`config.mk`:
```
export PLATFORM = sky130hd
export DESIGN_NAME = infix_to_postfix_converter_top
export DESIGN_NICKNAME = d
export VERILOG_FILES = /design/src/sv/itp_pkg.sv /design/src/sv/itp_front.sv /design/src/sv/itp_back.sv /design/src/sv/itp_resq.sv /design/src/sv/infix_to_postfix_converter_top.sv
export SDC_FILE = /design/constraint.sdc
export NUM_CORES = 1
export LEC_CHECK = 0
export BUFFER_PORTS_ARGS = -buffer_cell sky130_fd_sc_hd__buf_2
export CORE_MARGIN = 1.5
export CORE_UTILIZATION = 40
export CTS_CLUSTER_DIAMETER = 200
export DETAILED_ROUTE_END_ITERATION = 12
export HOLD_SLACK_MARGIN = 0.05
export SLEW_MARGIN = 20
export SYNTH_ARGS = -nofsm -noshare
export SYNTH_HDL_FRONTEND = slang
export SYNTH_SLANG_ARGS = --single-unit
```
`constraint.sdc`:
```
create_clock -name i_clk -period 4.7 [get_ports i_clk]
set_clock_uncertainty 0.2 [all_clocks]
set_input_delay 0.94 -clock i_clk [delete_from_list [all_inputs] [get_ports i_clk]]
set_output_delay 0.94 -clock i_clk [all_outputs]
set_load 0.02 [all_outputs]
```
`src/sv/itp_pkg.sv`:
```
// ----------------------------------------------------------------------------
// itp_pkg
// Shared types, character codes and operator helpers of the infix to postfix
// converter.
// ----------------------------------------------------------------------------
`default_nettype none

package itp_pkg;

    // ascii characters
    localparam logic [7:0] CH_NUL    = 8'h00;
    localparam logic [7:0] CH_LF     = 8'h0A;
    localparam logic [7:0] CH_LPAREN = 8'h28;
    localparam logic [7:0] CH_RPAREN = 8'h29;
    localparam logic [7:0] CH_MUL    = 8'h2A;
    localparam logic [7:0] CH_ADD    = 8'h2B;
    localparam logic [7:0] CH_SUB    = 8'h2D;
    localparam logic [7:0] CH_DIV    = 8'h2F;
    localparam logic [7:0] CH_POW    = 8'h5E;
    localparam logic [7:0] CH_0      = 8'h30;
    localparam logic [7:0] CH_9      = 8'h39;
    localparam logic [7:0] CH_UP_A   = 8'h41;
    localparam logic [7:0] CH_UP_Z   = 8'h5A;
    localparam logic [7:0] CH_LO_A   = 8'h61;
    localparam logic [7:0] CH_LO_Z   = 8'h7A;

    // stack entry codes
    typedef logic [2:0] t_code;
    localparam t_code OP_OPEN = 3'd0;
    localparam t_code OP_ADD  = 3'd1;
    localparam t_code OP_SUB  = 3'd2;
    localparam t_code OP_MUL  = 3'd3;
    localparam t_code OP_DIV  = 3'd4;
    localparam t_code OP_POW  = 3'd5;

    // command kinds from the front end
    typedef logic [2:0] t_kind;
    localparam t_kind K_CHAR  = 3'd0;
    localparam t_kind K_OPEN  = 3'd1;
    localparam t_kind K_CLOSE = 3'd2;
    localparam t_kind K_END   = 3'd3;
    localparam t_kind K_OPER  = 3'd4;

    typedef struct packed {
        t_kind      kind;
        logic [7:0] ch;
        t_code      code;
    } t_cmd;

    typedef struct packed {
        logic [7:0] ch;
        logic       last;
        logic       eoe;
        logic       err;
    } t_res;

    function automatic logic [1:0] op_rank(input t_code code);
        logic [1:0] r;
        case (code)
            OP_POW:         r = 2'd3;
            OP_MUL, OP_DIV: r = 2'd2;
            OP_ADD, OP_SUB: r = 2'd1;
            default:        r = 2'd0;
        endcase
        return r;
    endfunction

    function automatic logic [7:0] code_char(input t_code code);
        logic [7:0] c;
        case (code)
            OP_ADD:  c = CH_ADD;
            OP_SUB:  c = CH_SUB;
            OP_MUL:  c = CH_MUL;
            OP_DIV:  c = CH_DIV;
            OP_POW:  c = CH_POW;
            default: c = CH_LPAREN;
        endcase
        return c;
    endfunction

endpackage

`default_nettype wire

```
`src/sv/itp_front.sv`:
```
// ----------------------------------------------------------------------------
// itp_front
// Classifies incoming characters into stack commands and buffers them in a
// two-entry command queue.
// ----------------------------------------------------------------------------
`default_nettype none

module itp_front (
    input  wire logic          i_clk,
    input  wire logic          i_rst_n,
    input  wire logic          i_push,
    input  wire logic [7:0]    i_in_char,
    output logic               o_full,
    output logic               o_cmd_valid,
    output itp_pkg::t_cmd      o_cmd,
    input  wire logic          i_cmd_take
);

    itp_pkg::t_cmd r_q [2];
    logic          r_wr_ptr, r_rd_ptr;
    logic [1:0]    r_cnt, n_cnt;
    itp_pkg::t_cmd cls_cmd;
    logic          cls_keep;
    logic          wr_en, rd_en;

    always_comb begin
        cls_cmd.kind = itp_pkg::K_CHAR;
        cls_cmd.ch   = i_in_char;
        cls_cmd.code = itp_pkg::OP_OPEN;
        cls_keep     = 1'b1;
        if ((i_in_char >= itp_pkg::CH_UP_A && i_in_char <= itp_pkg::CH_UP_Z) ||
            (i_in_char >= itp_pkg::CH_LO_A && i_in_char <= itp_pkg::CH_LO_Z) ||
            (i_in_char >= itp_pkg::CH_0 && i_in_char <= itp_pkg::CH_9)) begin
            cls_cmd.kind = itp_pkg::K_CHAR;
        end else begin
            case (i_in_char)
                itp_pkg::CH_LPAREN: cls_cmd.kind = itp_pkg::K_OPEN;
                itp_pkg::CH_RPAREN: cls_cmd.kind = itp_pkg::K_CLOSE;
                itp_pkg::CH_NUL:    cls_cmd.kind = itp_pkg::K_END;
                itp_pkg::CH_ADD: begin
                    cls_cmd.kind = itp_pkg::K_OPER;
                    cls_cmd.code = itp_pkg::OP_ADD;
                end
                itp_pkg::CH_SUB: begin
                    cls_cmd.kind = itp_pkg::K_OPER;
                    cls_cmd.code = itp_pkg::OP_SUB;
                end
                itp_pkg::CH_MUL: begin
                    cls_cmd.kind = itp_pkg::K_OPER;
                    cls_cmd.code = itp_pkg::OP_MUL;
                end
                itp_pkg::CH_DIV: begin
                    cls_cmd.kind = itp_pkg::K_OPER;
                    cls_cmd.code = itp_pkg::OP_DIV;
                end
                itp_pkg::CH_POW: begin
                    cls_cmd.kind = itp_pkg::K_OPER;
                    cls_cmd.code = itp_pkg::OP_POW;
                end
                // anything else is accepted and dropped
                default: cls_keep = 1'b0;
            endcase
        end
    end

    assign o_full      = (r_cnt == 2'd2);
    assign o_cmd_valid = (r_cnt != 2'd0);
    assign o_cmd       = r_q[r_rd_ptr];
    assign wr_en       = i_push && !o_full && cls_keep;
    assign rd_en       = i_cmd_take && o_cmd_valid;

    always_comb begin
        case ({wr_en, rd_en})
            2'b10:   n_cnt = r_cnt + 2'd1;
            2'b01:   n_cnt = r_cnt - 2'd1;
            default: n_cnt = r_cnt;
        endcase
    end

    always_ff @(posedge i_clk) begin
        if (!i_rst_n) begin
            r_cnt    <= 2'd0;
            r_wr_ptr <= 1'b0;
            r_rd_ptr <= 1'b0;
        end else begin
            r_cnt <= n_cnt;
            if (wr_en) begin
                r_wr_ptr <= !r_wr_ptr;
            end
            if (rd_en) begin
                r_rd_ptr <= !r_rd_ptr;
            end
        end
    end

    always_ff @(posedge i_clk) begin
        if (wr_en) begin
            r_q[r_wr_ptr] <= cls_cmd;
        end
    end

endmodule

`default_nettype wire

```
`src/sv/itp_back.sv`:
```
// ----------------------------------------------------------------------------
// itp_back
// Stack engine: one command step per cycle on the operator stack, stalling while
// its result meets a full result queue; pops at most one operator per cycle.
// ----------------------------------------------------------------------------
`default_nettype none

module itp_back #(
    parameter int STACK_DEPTH = 32
) (
    input  wire logic          i_clk,
    input  wire logic          i_rst_n,
    input  wire logic          i_cmd_valid,
    input  wire itp_pkg::t_cmd i_cmd,
    output logic               o_cmd_take,
    output logic               o_res_push,
    output itp_pkg::t_res      o_res,
    input  wire logic          i_res_full
);

    localparam int CNT_W  = $clog2(STACK_DEPTH + 1);
    localparam int ADDR_W = $clog2(STACK_DEPTH);

    // top of stack lives in r_top, the entries below it in r_mem
    itp_pkg::t_code r_mem [STACK_DEPTH];
    itp_pkg::t_code r_rd;
    itp_pkg::t_code r_top, n_top;
    logic [CNT_W-1:0] r_cnt, n_cnt, rd_cnt;
    logic           r_err, n_err;
    logic           has_top, below_ok, stk_full;
    logic           do_push, do_pop;
    itp_pkg::t_code push_code;
    logic           mem_we;
    logic [ADDR_W-1:0] waddr, raddr;
    logic           step_ok;

    assign has_top  = (r_cnt != '0);
    assign below_ok = (r_cnt > CNT_W'(1));
    assign stk_full = (r_cnt == CNT_W'(STACK_DEPTH));

    always_comb begin
        o_cmd_take = 1'b0;
        o_res_push = 1'b0;
        o_res      = '{ch: i_cmd.ch, last: 1'b1, eoe: 1'b0, err: 1'b0};
        do_push    = 1'b0;
        do_pop     = 1'b0;
        push_code  = i_cmd.code;
        n_err      = r_err;
        step_ok    = i_cmd_valid;
        if (step_ok) begin
            unique case (i_cmd.kind)
                itp_pkg::K_CHAR: begin
                    if (!i_res_full) begin
                        o_res_push = 1'b1;
                        o_cmd_take = 1'b1;
                    end
                end
                itp_pkg::K_OPEN: begin
                    do_push    = 1'b1;
                    push_code  = itp_pkg::OP_OPEN;
                    o_cmd_take = 1'b1;
                end
                itp_pkg::K_OPER: begin
                    if (has_top &&
                        itp_pkg::op_rank(r_top) >= itp_pkg::op_rank(i_cmd.code)) begin
                        if (!i_res_full) begin
                            o_res_push = 1'b1;
                            o_res.ch   = itp_pkg::code_char(r_top);
                            // last unless the entry below also pops
                            o_res.last = !(below_ok && itp_pkg::op_rank(r_rd) >=
                                           itp_pkg::op_rank(i_cmd.code));
                            do_pop     = 1'b1;
                        end
                    end else begin
                        do_push    = 1'b1;
                        o_cmd_take = 1'b1;
                    end
                end
                itp_pkg::K_CLOSE: begin
                    if (!has_top) begin
                        n_err      = 1'b1;
                        o_cmd_take = 1'b1;
                    end else if (r_top == itp_pkg::OP_OPEN) begin
                        do_pop     = 1'b1;
                        o_cmd_take = 1'b1;
                    end else if (!i_res_full) begin
                        o_res_push = 1'b1;
                        o_res.ch   = itp_pkg::code_char(r_top);
                        o_res.last = !(below_ok && r_rd != itp_pkg::OP_OPEN);
                        do_pop     = 1'b1;
                    end
                end
                itp_pkg::K_END: begin
                    if (has_top && r_top != itp_pkg::OP_OPEN) begin
                        if (!i_res_full) begin
                            o_res_push = 1'b1;
                            o_res.ch   = itp_pkg::code_char(r_top);
                            o_res.last = 1'b0;
                            do_pop     = 1'b1;
                        end
                    end else if (!i_res_full) begin
                        o_res_push = 1'b1;
                        o_res.ch   = itp_pkg::CH_LF;
                        o_res.eoe  = 1'b1;
                        o_res.err  = r_err;
                        n_err      = 1'b0;
                        o_cmd_take = 1'b1;
                    end
                end
                default: o_cmd_take = 1'b1;
            endcase
        end
        // a push onto a full stack is dropped and flagged
        if (do_push && stk_full) begin
            n_err = 1'b1;
        end
    end

    always_comb begin
        n_top  = r_top;
        n_cnt  = r_cnt;
        mem_we = 1'b0;
        waddr  = ADDR_W'(r_cnt - CNT_W'(1));
        if (do_push) begin
            if (!stk_full) begin
                mem_we = has_top;
                n_top  = push_code;
                n_cnt  = r_cnt + CNT_W'(1);
            end
        end else if (do_pop) begin
            n_top = r_rd;
            n_cnt = r_cnt - CNT_W'(1);
        end
        // terminator clears the whole stack once the newline goes out
        if (o_cmd_take && i_cmd.kind == itp_pkg::K_END) begin
            n_cnt = '0;
        end
        rd_cnt = n_cnt - CNT_W'(2);
        raddr  = rd_cnt[ADDR_W-1:0];
    end

    always_ff @(posedge i_clk) begin
        if (!i_rst_n) begin
            r_cnt <= '0;
            r_err <= 1'b0;
        end else begin
            r_cnt <= n_cnt;
            r_err <= n_err;
        end
    end

    always_ff @(posedge i_clk) begin
        r_top <= n_top;
    end

    // registered read of the entry just below the next top, write-first
    always_ff @(posedge i_clk) begin
        if (mem_we) begin
            r_mem[waddr] <= r_top;
        end
        if (mem_we && waddr == raddr) begin
            r_rd <= r_top;
        end else begin
            r_rd <= r_mem[raddr];
        end
    end

endmodule

`default_nettype wire

```
`src/sv/itp_resq.sv`:
```
// ----------------------------------------------------------------------------
// itp_resq
// Two-entry result queue between the stack engine and the output side.
// ----------------------------------------------------------------------------
`default_nettype none

module itp_resq (
    input  wire logic          i_clk,
    input  wire logic          i_rst_n,
    input  wire logic          i_push,
    input  wire itp_pkg::t_res i_res,
    output logic               o_full,
    output logic               o_empty,
    output itp_pkg::t_res      o_res,
    input  wire logic          i_pop
);

    itp_pkg::t_res r_q [2];
    logic          r_wr_ptr, r_rd_ptr;
    logic [1:0]    r_cnt, n_cnt;
    logic          wr_en, rd_en;

    assign o_full  = (r_cnt == 2'd2);
    assign o_empty = (r_cnt == 2'd0);
    assign o_res   = r_q[r_rd_ptr];
    assign wr_en   = i_push && !o_full;
    assign rd_en   = i_pop && !o_empty;

    always_comb begin
        case ({wr_en, rd_en})
            2'b10:   n_cnt = r_cnt + 2'd1;
            2'b01:   n_cnt = r_cnt - 2'd1;
            default: n_cnt = r_cnt;
        endcase
    end

    always_ff @(posedge i_clk) begin
        if (!i_rst_n) begin
            r_cnt    <= 2'd0;
            r_wr_ptr <= 1'b0;
            r_rd_ptr <= 1'b0;
        end else begin
            r_cnt <= n_cnt;
            if (wr_en) begin
                r_wr_ptr <= !r_wr_ptr;
            end
            if (rd_en) begin
                r_rd_ptr <= !r_rd_ptr;
            end
        end
    end

    always_ff @(posedge i_clk) begin
        if (wr_en) begin
            r_q[r_wr_ptr] <= i_res;
        end
    end

endmodule

`default_nettype wire

```
`src/sv/infix_to_postfix_converter_top.sv`:
```
// flow: the command queue takes new characters while the stack engine works on
//   earlier ones; results are held in the result queue that drives the outputs
// pops: letters, digits and '(' pop nothing; an operator, ')' or the terminator
//   first pops each operator it displaces, the stack engine popping one entry per
//   cycle from its single-write stack memory while the result queue has room
// reset: synchronous, clears both queues, stack count and error flag
// ----------------------------------------------------------------------------
// infix_to_postfix_converter_top
// Shunting-yard converter: classifier front end, command queue, stack engine
// and result queue.
// ----------------------------------------------------------------------------
`default_nettype none

module infix_to_postfix_converter_top #(
    parameter int STACK_DEPTH = 32
) (
    input  wire logic       i_clk,
    input  wire logic       i_rst_n,
    input  wire logic       i_push,
    input  wire logic [7:0] i_in_char,
    output logic            o_full,
    output logic            o_empty,
    input  wire logic       i_pop,
    output logic [7:0]      o_out_char,
    output logic            o_last_of_run,
    output logic            o_expression_end,
    output logic            o_error
);

    itp_pkg::t_cmd cmd;
    logic          cmd_valid, cmd_take;
    itp_pkg::t_res eng_res, out_res;
    logic          res_push, res_full;

    itp_front u_front (
        .i_clk       (i_clk),
        .i_rst_n     (i_rst_n),
        .i_push      (i_push),
        .i_in_char   (i_in_char),
        .o_full      (o_full),
        .o_cmd_valid (cmd_valid),
        .o_cmd       (cmd),
        .i_cmd_take  (cmd_take)
    );

    itp_back #(
        .STACK_DEPTH (STACK_DEPTH)
    ) u_back (
        .i_clk       (i_clk),
        .i_rst_n     (i_rst_n),
        .i_cmd_valid (cmd_valid),
        .i_cmd       (cmd),
        .o_cmd_take  (cmd_take),
        .o_res_push  (res_push),
        .o_res       (eng_res),
        .i_res_full  (res_full)
    );

    itp_resq u_resq (
        .i_clk   (i_clk),
        .i_rst_n (i_rst_n),
        .i_push  (res_push),
        .i_res   (eng_res),
        .o_full  (res_full),
        .o_empty (o_empty),
        .o_res   (out_res),
        .i_pop   (i_pop)
    );

    assign o_out_char       = out_res.ch;
    assign o_last_of_run    = out_res.last;
    assign o_expression_end = out_res.eoe;
    assign o_error          = out_res.err;

endmodule

`default_nettype wire

```
# == Word-level counts from Yosys, hierarchy flattened ==
# Memories as Yosys holds them, arrays and structs flattened. A register that Yosys moved wholly into a read port is not among the register bits.
# Cells that the tools add are included.
# W data, S select, Z words.
# totals
ramBits,146
mem_count,3
in_bits,12
register_bits,18
# mem_list
name,words,width,rd,rd_clocked_by_memory_dff,wr,line,source
u_back.r_mem,32,3,1,1,1,itp_back.sv:25,itp_pkg::t_code r_mem [STACK_DEPTH];
u_front.r_q,2,14,1,1,1,itp_front.sv:19,itp_pkg::t_cmd r_q [2];
u_resq.r_q,2,11,1,1,1,itp_resq.sv:18,itp_pkg::t_res r_q [2];
# classes
mux,84
n_reduce_logical,49
order_cmp,9
n_addsub,7
eq_ne,37
# ops
cell,n
$mux W9,6
$eq A8 B6 Y1 const B,6
$mux W1,35
$pmux W7 S5,1
$mux W2,15
$pmux W9 S3,1
$eq A3 B2 Y1 const B,8
$mux W6,4
$eq A3 B3 Y1 const B,7
$mux W3,7
$pmux W2 S3,3
$ge A8 B7 Y1 const B,2
$le A8 B7 Y1 const B,2
$mux W8,2
$pmux W3 S5,1
$logic_and A1 B1 Y1,14
$reduce_or A2 Y1,7
$eq A3 B1 Y1 const B,4
$pmux W3 S4,1
$mux W11,1
$reduce_bool A2 Y1,5
$logic_not A1 Y1,9
$ne A3 B3 Y1 const B,3
$reduce_bool A3 Y1,3
other kinds (27),39

# == Depth between registers and ports, before layout ==
# logic_depth
ltp_word,17
mapped_depth,16
mapped_depth_nobuf,14

# == By module ==
# Synthesis repeated with hierarchy kept, for this count alone.
# unflattened
cells_unflattened,573
hier_area_um2,7948.9
# modules_own_cells
mod,instances,cells_per_inst,area_each_um2
itp_back,1,407,5429.0
itp_front,1,106,1493.9
itp_resq,1,60,1026.0

# == Worst setup path before layout ==
# No wires, ideal clock.
# synth_timing
kind,reg-to-reg
startpoint,register with a tool-made name
endpoint,memory u_back.r_mem[26][0] (netlist bit) (enable)
t_arrival_ns,3.229
path_slack_ns,0.926
path_stages_with_launch,15
synth_period_minus_slack_ns,3.774
setup_ns,0.345
required_ns,4.155
cell_sequence,dfxtp_1 buf_2 buf_1 buf_1 nor3_1 a21oi_1 ha_1 nand2b_1 a21oi_1 o21bai_1 a21oi_4 buf_4 buf_4 nand3_2 nor3_1
# synth_rtl
element,line
"end, declared",itp_back.sv:25

==> Flow_metrics.wiki <==
{| class="wikitable"
! Metric !! Value
|-
| Status || completed
|-
| Overall routing resource usage || 0.160
|-
| Number of warning messages in the yosys log || 0
|-
| Antenna diode count || 0
|-
| Share of flip-flops with an asynchronous set or reset after synthesis || 0
|-
| Row cnt || 50
|-
| Post-synthesis share of cell area spent on and, or, nand and nor gates || 0.112
|-
| Maximum fanout along the worst path || 12
|-
| Total iterations of the first detailed-routing run || 5
|-
| Utilization after layout || 0.466
|-
| Layout filler cell count || 1660
|-
| Effective utilization at floorplan || 0.413
|-
| Post-route fraction of the period consumed by the critical path || 0.862
|-
| Final-report hold violation count || 0
|-
| Clock latency of the later-clocked register in the worst-skew pair || about 0.43 ns
|-
| Total of buffers placed on input and output ports || 24
|-
| Total Routed Length || roughly 15 mm
|-
| Level count of the clock H-tree || 4
|-
| Die area || about 20000 µm²
|-
| Mux contribution to synthesized area || 0.130
|-
| Final sum of negative setup slack || 0 ns
|-
| Number of enable-type register cells in the synthesized netlist || approximately 150
|-
| CP arrival || ~4 ns
|-
| Delay of the slowest critical-path stage || 0.63 ns
|-
| Wire length of the first global-routing pass || between 20 and 25 mm
|-
| Detailed placement HPWL || 11.0 mm
|-
| Top-level I/O count || 25
|-
| Clock Sink Count || between 150 and 200
|-
| Share of synthesized area occupied by flip-flops and latches || 0.628
|-
| Classification of the worst setup path || flip-flop to flip-flop
|-
| Worst Setup End Kind || flip-flop
|-
| Register cell area after layout || ~4900 µm²
|-
| IR drop worst, VDD || between 0.2 and 0.3 mV
|-
| Cells resized by post-CTS repair || 0
|-
| Routability congestion estimate from global placement || roughly 0.84
|-
| Nets@finish || just over 600
|-
| Die Width || 143 µm
|-
| FF+latch count, synth || between 150 and 200
|-
| Largest delay share family, worst path || multiplexers
|-
| Synth Cell Area || between 7000 and 8000 µm²
|-
| Placed cell count || ~830
|-
| Leading cell types in the layout, fill and taps excluded || sky130_fd_sc_hd__edfxtp_1 (149), sky130_fd_sc_hd__nor2_1 (58), sky130_fd_sc_hd__nand2_1 (33)
|-
| Flip-flop cell with the highest count after synthesis || sky130_fd_sc_hd__edfxtp_1
|-
| Count of non-filler cells in the finished layout || about 860
|-
| Setup Fix Bufs, Post-CTS || 0
|-
| Post-Syn Nets || roughly 580
|-
| Initial drt markers || approximately 290
|-
| Floorplan core area || approximately 19000 µm²
|-
| Height of the die || between 100 and 150 µm
|-
| Via count of the first global-routing pass || roughly 4500
|-
| CP cell instances || buf_12 > mux4_2 > mux4_2 > mux2i_1 > mux2i_1 > ha_1 > nand2b_1 > a21oi_1 > nor3_1 > o22ai_1 > or3_1
|-
| Total power per unit cell area || approximately 540 nW/µm²
|-
| Via/cell ratio || between 5 and 6
|-
| Count of final max-slew check failures || 0
|-
| Count of unique library cells instantiated by Yosys || 61
|-
| Via count || 4576
|-
| Average cell area after synthesis || around 14 µm²
|-
| Drt wl/cell || 17.9 µm
|-
| Highest clock frequency the design can meet || between 200 and 250 MHz
|-
| Remaining max-slew budget at the tightest pin || 0.528
|-
| Leading cell type in the layout, fill and taps excluded || sky130_fd_sc_hd__edfxtp_1
|-
| Dominant combinational cell family by area after synthesis || multiplexers
|-
| Complex-gate fraction of the synthesized area || 0.0703
|-
| Combined area of the multi-input logic cells || 2740 µm²
|-
| Layout-stage area growth over the synthesis result || 12.8%
|-
| Initial antenna violation count || 0
|-
| Required time worst endpoint || 4.67 ns
|-
| Leak || 2.98 nW
|-
| Crit path time final || approximately 4 ns
|-
| Min-delay worst type || flip-flop to flip-flop
|-
| Number of remaining DRC errors || 0
|-
| Clock buffer count from CTS || 17
|-
| Share of synthesized cell area in full adder, half adder and majority cells || 0.0208
|-
| Xor/xnor share of the synthesized area || 0.0177
|-
| Antenna Violating Nets Remaining || 0
|-
| Unrepaired setup endpoints after global routing || no
|-
| Hold_buf cts || 0
|-
| Library cell contributing the largest single delay on the critical path || sky130_fd_sc_hd__dfxtp_1
|-
| Global-route congestion overflow total || 0
|-
| Proportion of layout cells with a drive suffix above 1 || 0.211
|-
| Synthesized instance count || 551
|-
| Maximum count of clock buffers along a single path || 2
|-
| Clock tree from TritonCTS || done
|-
| Count of endpoints failing setup in the final report || 0
|-
| Measured slew at the worst slew-check pin || 0.702 ns
|-
| Clock input transition at the sequential cells of the worst setup and hold paths || about 0.06 ns
|-
| Root Buffer || sky130_fd_sc_hd__clkbuf_16
|-
| Worst Setup Start Kind || flip-flop
|-
| Maxcap violations || 0
|-
| Combined buffer and inverter count along the critical path || 1
|-
| Largest net degree at the start of global routing || 34
|}
[state kept, by name, indices dropped and copies added (netlist names), named ones only]
signal / cells
u_front.r_wr_ptr: 1
u_back.r_cnt: 6
u_back.r_mem: 96
u_resq.r_q: 22
u_front.r_cnt: 2
u_back.r_top: 3
u_front.r_rd_ptr: 1
u_back.r_err: 1
u_resq.r_rd_ptr: 1
u_resq.r_wr_ptr: 1
u_front.r_q: 28
u_resq.r_cnt: 2
[kinds of logic after synthesis]
logic type / count (synthesis)
AO/OA/AOI/OAI: 81
XOR/XNOR: 15
AND/OR/NAND/NOR: 173
buffers and inverters: 36
flip-flops: 171
adder cells (fa/ha/maj): 13
multiplexers: 62
[layer usage]
layer  vias up  track usage  wire [µm]
li1       2185            -          -
met5         -            0          0
met1      2266        0.201       6670
met3        24       0.0412        618
met2       101        0.272       7790
met4         0       0.0521        259
[power breakdown]
part | leakage, nW | switching [W] | internal, W
sequential | 1.54 | 0.000120 | 0.00184
combinational | 1.16 | 0.000856 | 0.000598
clock | 0.282 | 0.000614 | 0.000749
total | 2.98 | 0.00159 | 0.00319
[through the flow]
step	total power (W)	hold slack, ns	instance area [µm²]	setup slack [ns]
2_1_floorplan	0.00309	0.228	7830	0.926
3_3_place_gp	0.00341	0.243	8250	0.733
3_5_place_dp	0.00345	0.264	8250	0.648
4_1_cts	0.00480	0.274	8830	0.639
5_1_grt	0.00502	0.322	8830	0.466
6_report	0.00478	0.268	8830	0.648
[cells in the mapped netlist, types with 4 or more instances]
cell type | count | area [µm²]
sky130_fd_sc_hd__a21oi_1 | 20 | 100
sky130_fd_sc_hd__a31oi_1 | 4 | 25.0
sky130_fd_sc_hd__and2_1 | 7 | 43.8
sky130_fd_sc_hd__and3_1 | 4 | 25.0
sky130_fd_sc_hd__buf_2 | 4 | 20.0
sky130_fd_sc_hd__clkbuf_1 | 8 | 30.0
sky130_fd_sc_hd__dfxtp_1 | 22 | 440
sky130_fd_sc_hd__edfxtp_1 | 149 | 4470
sky130_fd_sc_hd__ha_1 | 13 | 163
sky130_fd_sc_hd__inv_1 | 15 | 56.3
sky130_fd_sc_hd__mux2_2 | 15 | 169
sky130_fd_sc_hd__mux2i_1 | 17 | 170
sky130_fd_sc_hd__mux4_2 | 30 | 676
sky130_fd_sc_hd__nand2_1 | 33 | 124
sky130_fd_sc_hd__nand2b_1 | 7 | 43.8
sky130_fd_sc_hd__nand3_1 | 12 | 60.1
sky130_fd_sc_hd__nor2_1 | 58 | 218
sky130_fd_sc_hd__nor2b_1 | 10 | 62.6
sky130_fd_sc_hd__nor3_1 | 18 | 90.1
sky130_fd_sc_hd__o21a_1 | 4 | 30.0
sky130_fd_sc_hd__o21ai_0 | 21 | 105
sky130_fd_sc_hd__o22ai_1 | 9 | 56.3
sky130_fd_sc_hd__xnor2_1 | 7 | 61.3
sky130_fd_sc_hd__xor2_1 | 7 | 61.3
[worst paths after layout]
path	from	end	slack (ns)	cells past startpoint
setup / recovery	flip-flop	u_resq.r_q[0][2]	0.65	11
hold / removal	u_front.r_wr_ptr	u_front.r_wr_ptr	0.27	2
setup reg to reg	flip-flop	u_resq.r_q[0][2]	0.65	11
hold reg to reg	u_front.r_wr_ptr	u_front.r_wr_ptr	0.27	2
[area by class of cell]
cell class | instances | share of cell area
Clock inverter | 15 | 0.0176
Timing Repair Buffer | 35 | 0.0244
Inverter | 15 | 0.00637
Clock buffer | 17 | 0.0482
Multi-Input combinational cell | 344 | 0.310
Sequential cell | 171 | 0.556
Tap cell | 260 | 0.0368
[worst register-to-register path, cell delays in order, from the launching register on]
cell and delay, ns:
sky130_fd_sc_hd__dfxtp_1 0.63, sky130_fd_sc_hd__buf_12 0.23, sky130_fd_sc_hd__mux4_2 0.51, sky130_fd_sc_hd__mux4_2 0.52, sky130_fd_sc_hd__mux2i_1 0.47, sky130_fd_sc_hd__mux2i_1 0.18
sky130_fd_sc_hd__ha_1 0.31, sky130_fd_sc_hd__nand2b_1 0.09, sky130_fd_sc_hd__a21oi_1 0.07, sky130_fd_sc_hd__nor3_1 0.13, sky130_fd_sc_hd__o22ai_1 0.09, sky130_fd_sc_hd__or3_1 0.38
Note: power is estimated with default switching activity, not from simulation.
